===== config.mk =====
export PLATFORM = sky130hd
export DESIGN_NAME = rgbe_fifo
export DESIGN_NICKNAME = d
export VERILOG_FILES = /design/src/sv/rgbe_pkg.sv /design/src/sv/rgbe_fifo.sv
export VERILOG_INCLUDE_DIRS = /design/src /design/src/sv
export SDC_FILE = /design/constraint.sdc
export NUM_CORES = 1
export LEC_CHECK = 0
export ABC_AREA = 1
export BUFFER_PORTS_ARGS = -buffer_cell sky130_fd_sc_hd__buf_2
export CAP_MARGIN = 5
export CORE_UTILIZATION = 49
export CTS_CLUSTER_SIZE = 40
export DETAILED_ROUTE_END_ITERATION = 10
export PLACE_DENSITY_LB_ADDON = 0.3
export SLEW_MARGIN = 15
export SYNTH_ARGS = -nofsm -noshare
export SYNTH_HDL_FRONTEND = slang
export SYNTH_SLANG_ARGS = --single-unit

===== constraint.sdc =====
create_clock -name clk -period 1.3 [get_ports clk]
set_input_delay 0.065 -clock clk [delete_from_list [all_inputs] [get_ports clk]]
set_output_delay 0.065 -clock clk [all_outputs]
set_load 0.05 [all_outputs]

===== src/sv/rgbe_scanline_rle_decoder_macros.svh =====
// Assertion macros for the RGBE scanline decoder
`ifndef RGBE_SCANLINE_RLE_DECODER_MACROS_SVH
`define RGBE_SCANLINE_RLE_DECODER_MACROS_SVH

// Check a property on the rising clock edge, disabled while in reset
`define RGBE_ASSERT(label, prop, msg) \
    label: assert property (@(posedge clk) disable iff (!rst_n) (prop)) else $error(msg);

// Check a property with the reset term spelled out by the caller
`define RGBE_ASSERT_RST(label, rstn, prop, msg) \
    label: assert property (@(posedge clk) disable iff (!(rstn)) (prop)) else $error(msg);

`endif


===== src/sv/rgbe_pkg.sv =====
`timescale 1ns / 1ps
// ----------------------------------------------------------------------------
// rgbe_pkg
// Shared types and constants for the RGBE scanline decoder.
// ----------------------------------------------------------------------------
package rgbe_pkg;

    localparam logic [1:0] ST_PIXEL     = 2'd0;
    localparam logic [1:0] ST_NO_PIXEL  = 2'd1;
    localparam logic [1:0] ST_BAD_WIDTH = 2'd2;
    localparam logic [1:0] ST_BAD_COUNT = 2'd3;

    localparam logic FN_BYTE = 1'b0;
    localparam logic FN_PULL = 1'b1;

    // configuration register indexes
    localparam logic IDX_WIDTH  = 1'b0;
    localparam logic IDX_HEIGHT = 1'b1;

    localparam logic [7:0] RLE_TAG  = 8'd2;
    localparam logic [7:0] RUN_BASE = 8'd128;

    // one accepted transaction as it sits in the queue
    typedef struct packed {
        logic       func;
        logic [7:0] data_byte;
    } rgbe_item_t;

    typedef struct packed {
        logic [1:0]  status;
        logic [31:0] word;
        logic        last_pixel;
    } rgbe_result_t;

endpackage


===== src/sv/rgbe_fifo.sv =====
`timescale 1ns / 1ps
// ----------------------------------------------------------------------------
// rgbe_fifo
// Two-entry transaction queue between the input front and the decode back.
// ----------------------------------------------------------------------------
module rgbe_fifo (
    input  logic               clk,
    input  logic               rst_n,
    input  logic               push,
    input  rgbe_pkg::rgbe_item_t push_item,
    output logic               full,
    input  logic               pop,
    output logic               not_empty,
    output rgbe_pkg::rgbe_item_t head_item
);
    import rgbe_pkg::*;

    rgbe_item_t slot_reg [2];
    logic       wr_ptr_reg, wr_ptr_next;
    logic       rd_ptr_reg, rd_ptr_next;
    logic [1:0] count_reg, count_next;

    assign full      = (count_reg == 2'd2);
    assign not_empty = (count_reg != 2'd0);
    assign head_item = slot_reg[rd_ptr_reg];

    always_comb
    begin
        wr_ptr_next = wr_ptr_reg ^ push;
        rd_ptr_next = rd_ptr_reg ^ pop;
        count_next  = count_reg + {1'b0, push} - {1'b0, pop};
    end

    always_ff @(posedge clk or negedge rst_n)
    begin
        if (!rst_n)
        begin
            wr_ptr_reg <= 1'b0;
            rd_ptr_reg <= 1'b0;
            count_reg  <= 2'd0;
        end
        else
        begin
            wr_ptr_reg <= wr_ptr_next;
            rd_ptr_reg <= rd_ptr_next;
            count_reg  <= count_next;
        end
    end

    always_ff @(posedge clk)
    begin
        if (push)
        begin
            slot_reg[wr_ptr_reg] <= push_item;
        end
    end

    `include "rgbe_scanline_rle_decoder_macros.svh"
    `RGBE_ASSERT(a_no_overflow, push |-> !full, "push into full queue")
    `RGBE_ASSERT(a_no_underflow, pop |-> not_empty, "pop from empty queue")
    `RGBE_ASSERT(a_count_range, count_reg != 2'd3, "queue count out of range")

endmodule


[Yosys cells after proc, flatten, opt, wreduce, memory -nomap -nowiden]
Memory sizes are Yosys's and may differ from the RTL's.
Cells that the tools add are included.
Word-level totals
  output and inout bits: 11
  logic and storage cells: 12
  bits in registers: 4
  memories: 1
  input port bits: 13
  memory bits (writable): 18
Cells by class
  reduce and logical (&&, ||, !) cells: 1
  bitwise logic cells: 2
  eq/ne operators: 1
  mux-type cells: 2
  $add $sub $neg: 2
Memories
  slot_reg: words 2, bits a word 9, read ports 1, clocked after Yosys merged registers in 0, write ports 1, line rgbe_fifo.sv:18  | rgbe_item_t slot_reg [2];
Operators by type and width (count)
  adder 2 x 1 -> 2 bit: 1
  == test 2 bit (second input constant): 1
  2-to-1 mux 1 bit: 2
  nonzero test 2 bit: 1
  subtractor 2 x 1 -> 2 bit: 1
  bitwise XOR 1 bit: 2

[Logic depth before layout (Yosys ltp)]
Gate-level depths: netlist of run 1.
  depth after elaboration: 2
  gate-level depth with buffers: 7
  mapped depth without buffers: 7

[Least setup slack after synthesis of run 1]
No wires, ideal clock.
  kind: reg-to-output
  from: register rd_ptr_reg
  to: output head_item[0] in the netlist's numbering
  arrival time: 1591 ps
  data required time: 1235 ps
  path buffers: 1
  cell stages (with the launch flop): 3
  slack: -356 ps
  cell sequence: dfrtp_1 > buf_6 > o21ai_0
RTL lines
  start: declaration: line rgbe_fifo.sv:20  | logic rd_ptr_reg, rd_ptr_next;
  start signal: assignment: line rgbe_fifo.sv:45  | rd_ptr_reg <= rd_ptr_next;
  end: declaration: line rgbe_fifo.sv:14  | output rgbe_pkg::rgbe_item_t head_item

==> flow_metrics.py, run 1 <==
metrics = {
    "timing": {
        "slew_viol_final": 0,
        "fin_crit_ns": 1.33,
        "fin_ws_ns": -0.0281,
        "relSlewSlack_pct": 71.1,
        "hold_violations": 0,
        "rsz0062_at_grt": "yes",
        "clock.fmax_ghz": 0.753,
        "period_share_pct": 102,
        "holdWs_ns": 0.0263,
        "worstMarginPinSlew_ns": 0.433,
        "finalSetupViolations": 4,
        "fin_skew_ns": 0.00236,
    },
    "global_route": {
        "grt_pass1_wl_um": 2350,
        "grt_usage_pct": 17.9,
        "grt_max_degree": 13,
        "grt-ovfl-total": 0,
        "grt_pass1_vias": 571,
        "antenna_found_initial": 0,
    },
    "worst_hold_path": {
        "hold_path_depth": 2,
        "min_from": "push",
        "worst_hold_path_type": "input port to flip-flop",
        "hold_path_end": "count_reg[0]",
    },
    "layout": {
        "syn_to_final_growth_pct": 45.8,
        "n_antenna_cell": 0,
        "fin_nets": 133,
        "final_area_um2": 1320,
        "n_fill_cell": 115,
        "final_cells": 140,
        "multi_input_area_um2": 206,
        "seq_area_um2": 642,
        "drive_above_1_share_pct": 37.4,
        "largest_register_ffs": 18,
    },
    "clock_tree": {
        "ctsRootBufferMaster": "clkbuf_4",
        "clkTransAtPathRegs_ns": 0.11,
        "clk_path_buf_depth": 2,
        "cts_tree": "done",
        "clk_latency_ns": 0.30,
        "cts_buffers": 3,
        "clock-sinks": 22,
        "htreeDepth": 1,
    },
    "die": {
        "pin_count": 24,
        "start_util_pct": 52.4,
        "core_region_area_um2": 1730,
        "core.rowCount": 15,
        "die-width_um": 45.0,
        "die-area_um2": 2020,
        "die_h_um": 45.0,
    },
    "synthesis": {
        "synthTopCellsByCount": "edfxtp_1, inv_1, nand2_1",
        "synth.avg_cell_area_um2": 12.7,
        "synth_area_leaders": "edfxtp_1, dfrtp_1, inv_1",
        "yosysTopAreaCell": "edfxtp_1",
        "synth_cell_type_count": 12,
        "synthFlopType": "edfxtp_1",
        "syn_nets": 88,
        "seq_area_frac_synth_pct": 70.8,
        "yosysWarnings": 0,
        "async_flop_share_pct": 18.2,
        "yosysMostFrequentCell": "edfxtp_1",
        "synth_area_um2": 905,
        "ys_seq_elements": 22,
        "synth_cells": 71,
        "synth-edff-count": 18,
        "synth_top_area_share_pct": 59.8,
    },
    "setup_path": {
        "start_kind": "flip-flop",
        "r2r_start": "count_reg[0]",
        "worstRegToRegCells": 6,
        "required_ns": 1.24,
        "r2r_slack_ns": 0.14,
        "cp-end-kind": "primary output",
        "critPathArrivalTime_ns": 1.26,
        "r2r_end": "count_reg[1]",
        "crit_type": "flip-flop to primary output",
        "crit_fanout": 7,
    },
    "placement": {
        "pre_cts_ws_ns": 0.0767,
        "hpwlAfterDp_um": 915,
        "port_buffers": 23,
        "routabilityCongestion": 0.691,
        "placed_area_um2": 1030,
        "place_inst": 118,
    },
    "status": {
        "status": "complete, but fails checks",
        "violations": "setup timing",
    },
    "drt": {
        "viasPerCell": 4.45,
        "vias": 623,
        "drc": 0,
        "wl_um": 1650,
        "drt_iter0_drc": 8,
        "ant_nets": 0,
        "wire_per_inst_um": 11.8,
        "dr.pass1.iters": 2,
    },
    "flow_run": {
        "cap_viol_max_count": 0,
    },
    "pwr": {
        "p_total_mw": 3.15,
        "ir_drop_v": 0.00148,
        "p_leak_nw": 0.609,
        "cellPowerDensity_nw_per_um2": 2390,
    },
}
-- power by group --
part / leakage (nW) / total (mW) / internal, mW / switching (mW)
clock network: 0.0154 / 0.296 / 0.112 / 0.184
logic: 0.379 / 1.81 / 0.677 / 1.14
registers: 0.215 / 1.04 / 0.958 / 0.0830
total: 0.609 / 3.15 / 1.75 / 1.40
-- worst max-delay path by stage --
stage          slack [ns]            to  startpoint  cells after the start
2_1_floorplan       -0.36  head_item[0]  rd_ptr_reg                      2
3_3_place_gp         0.11  head_item[8]  rd_ptr_reg                      3
3_5_place_dp         0.08  head_item[8]  rd_ptr_reg                      3
4_1_cts             -0.01  head_item[5]  rd_ptr_reg                      4
5_1_grt             -0.09  head_item[6]  rd_ptr_reg                      4
6_report            -0.03  head_item[6]  rd_ptr_reg                      3
-- critical path, stage by stage, from the launching register on --
cell	delay, ns
dfrtp_2	0.48
buf_6	0.15
o21ai_4	0.17
buf_8	0.17
-- cells in the final DEF, fill, tap and decap left out, drive strengths merged --
cell,instances
buf,31
clkbuf,3
clkinv,1
dfrtp,4
dlygate4sd3,11
edfxtp,18
ha,4
inv,16
nand2,15
nand3,1
nor2,1
o21ai,9
xor2,1
-- layout make-up --
| type | count | share of cell area, % |
|---|---|---|
| multi-input combinational | 31 | 15.7 |
| clock buffer | 3 | 1.71 |
| timing repair buffer | 42 | 26.8 |
| tap | 25 | 2.37 |
| clock inverter | 1 | 0.285 |
| inverter | 16 | 4.55 |
| sequential | 22 | 48.7 |
-- cell families (layout without fill, tap and decap cells) --
group | after synthesis | count (layout) | synth area share [%]
buf+inv | 18 | 62 | 10.1
compound gates | 9 | 9 | 5.39
simple gates | 17 | 17 | 7.19
fa+ha+maj | 4 | 4 | 5.53
xor+xnor | 1 | 1 | 0.968
flops | 22 | 22 | 70.8
-- layer usage --
metal	global-route usage, %	share of wire (%)
met5	0	0
met1	17.6	41
met3	7.20	3.3
met4	7.27	0.55
met2	32.8	56
-- per-stage QoR --
step,setup TNS (ns),utilization (%)
finish,-0.0528,76.4
global route,-0.603,76.4
detailed placement,0,59.5
global placement,0,59.5
floorplan,-2.85,-
CTS,-0.0431,72.7
-- repair_timing --
| item | in CTS | in global routing |
|---|---|---|
| endpoints found under the hold margin | 23 | 0 |
| setup buffers | 5 | 1 |
| hold buffers | 11 | 0 |
| cloned | 0 | 1 |
| resized for setup | 25 | 15 |
| setup endpoints to repair | 9 | 9 |
| pin swaps | 0 | 3 |
Power figures use the tool's default switching activity.
==> inputs of run 2 (changes only) <==
--- a/config.mk
+++ b/config.mk
@@ -9,7 +9,9 @@
 export ABC_AREA = 1
 export BUFFER_PORTS_ARGS = -buffer_cell sky130_fd_sc_hd__buf_2
 export CAP_MARGIN = 5
-export CORE_UTILIZATION = 49
+export CELL_PAD_IN_SITES_DETAIL_PLACEMENT = 1
+export CELL_PAD_IN_SITES_GLOBAL_PLACEMENT = 1
+export CORE_UTILIZATION = 39
 export CTS_CLUSTER_SIZE = 40
 export DETAILED_ROUTE_END_ITERATION = 10
 export PLACE_DENSITY_LB_ADDON = 0.3
==> run 2 against run 1 <==
The flow still finishes with violations (setup timing); core utilization decreased by 13 points; clock power increased by 76%; first-iteration DRC count decreased by 25%; non-clock buffer count decreased by 2; clock skew increased by 0.0026 ns; critical endpoint is now head_item[0].
==> flow_metrics.py, run 2 (synthesis results as in run 1) <==
metrics = {
    "layout": {
        "fin_nets": 131,
        "mostFrequentLayoutCells": "edfxtp_1, inv_1, buf_2",
        "syn_to_final_growth_pct": 53.3,
        "n_fill_cell": 225,
        "drive_above_1_share_pct": 39.8,
        "final_area_um2": 1390,
        "largest_register_ffs": 18,
        "final_common_cell": "edfxtp_1",
        "n_antenna_cell": 0,
    },
    "drt": {
        "viasPerCell": 4.66,
        "ant_nets": 0,
        "wl_um": 2060,
        "vias": 657,
        "wire_per_inst_um": 14.6,
        "drt_iter0_drc": 6,
        "drc": 0,
        "dr.pass1.iters": 4,
    },
    "die": {
        "die-area_um2": 2520,
        "die-width_um": 50.2,
        "core_region_area_um2": 2190,
        "core.rowCount": 17,
        "pin_count": 24,
        "die_h_um": 50.2,
        "start_util_pct": 41.3,
    },
    "clock_tree": {
        "clk_latency_ns": 0.31,
        "htreeDepth": 1,
        "ctsRootBufferMaster": "clkbuf_4",
        "cts_tree": "done",
        "cts_buffers": 3,
        "clkTransAtPathRegs_ns": 0.13,
        "clk_path_buf_depth": 2,
        "clock-sinks": 22,
    },
    "global_route": {
        "grt_max_degree": 14,
        "grt_usage_pct": 17.7,
        "grt-ovfl-total": 0,
        "grt_pass1_vias": 724,
        "grt_pass1_wl_um": 3150,
        "antenna_found_initial": 0,
    },
    "setup_path": {
        "path_delay_family": "flip-flops",
        "required_ns": 1.24,
        "start_kind": "flip-flop",
        "crit_fanout": 9,
        "worstPathBufferInverterCount": 2,
        "critPathArrivalTime_ns": 1.27,
        "critPathMaxStageDelay_ns": 0.47,
        "crit_type": "flip-flop to primary output",
        "slowest_stage": "dfrtp_2",
        "cp-end-kind": "primary output",
        "cp_cell_sequence": "buf_12 -> o21ai_2 -> buf_6",
    },
    "placement": {
        "hpwlAfterDp_um": 1070,
        "port_buffers": 23,
        "placed_area_um2": 1040,
        "routabilityCongestion": 0.670,
    },
    "timing": {
        "rsz0062_at_grt": "yes",
        "slew_viol_final": 0,
        "tns_ns": -0.235,
        "finalSetupViolations": 9,
        "worstMarginPinSlew_ns": 0.437,
        "fin_ws_ns": -0.0385,
        "fin_crit_ns": 1.34,
        "hold_violations": 0,
        "fin_skew_ns": 0.00491,
        "period_share_pct": 103,
        "relSlewSlack_pct": 70.9,
        "clock.fmax_ghz": 0.747,
    },
    "pwr": {
        "ir_drop_v": 0.00142,
        "p_leak_nw": 0.625,
        "p_total_mw": 3.51,
        "cellPowerDensity_nw_per_um2": 2530,
    },
    "flow_run": {
        "cap_viol_max_count": 0,
    },
    "status": {
        "violations": "setup timing",
        "status": "complete, but fails checks",
    },
    "worst_hold_path": {
        "worst_hold_path_type": "input port to flip-flop",
    },
}
-- run 2: path summary, 6_finish.rpt --
kind / depth (start not counted) / start / slack (ns) / to
max: 3 / rd_ptr_reg / -0.04 / head_item[0]
min: 2 / push / 0.02 / count_reg[0]
max reg2reg: 7 / count_reg[0] / 0.12 / count_reg[1]
min reg2reg: 3 / count_reg[1] / 0.60 / count_reg[1]
max in group asynchronous: 2 / rst_n / 1.09 / rd_ptr_reg
min in group asynchronous: 2 / rst_n / 0.08 / count_reg[1]
-- run 2: where the power goes --
| part | internal, mW | switching, mW |
|---|---|---|
| Sequential | 0.958 | 0.0824 |
| Combinational | 0.729 | 1.22 |
| Clock | 0.311 | 0.211 |
| Total | 2.00 | 1.51 |
-- run 2: area by class of cell --
cell class	count	area (um2)	share of cell area (%)
repair buffers	40	352	25.4
clock buffers	3	22.5	1.62
multi-input cells	31	245	17.7
inverters	16	60.1	4.33
well taps	28	35.0	2.53
flip-flops and latches	22	642	46.3
clock inverters	1	30.0	2.17
-- run 2: what timing repair did --
item / CTS / global route
hold buffers: 11 / 0
setup buffers: 4 / 0
endpoints found under the hold margin: 23 / 0
gates resized for setup: 38 / 7
endpoints found under the setup margin: 9 / 9
-- run 2: routing by layer --
layer	track usage [%]	vias to the layer above	routed length [um]
li1	-	315	-
met1	17.5	325	801
met2	35.1	13	1170
met3	1.82	4	48
met4	9.05	0	38
met5	0	-	0
-- run 2: metrics by stage --
step / worst slack [ns] / hold WS [ns] / std cells / utilization (%)
6_report: -0.0385 / 0.0186 / 141 / 63.3
5_1_grt: -0.0741 / 0.0317 / 141 / 63.3
4_1_cts: -0.0287 / 0.0207 / 141 / 61.5
3_5_place_dp: 0.0278 / -0.119 / 122 / 47.4
3_3_place_gp: 0.0998 / -0.123 / 122 / 47.4
2_1_floorplan: -0.356 / -0.231 / 71 / -
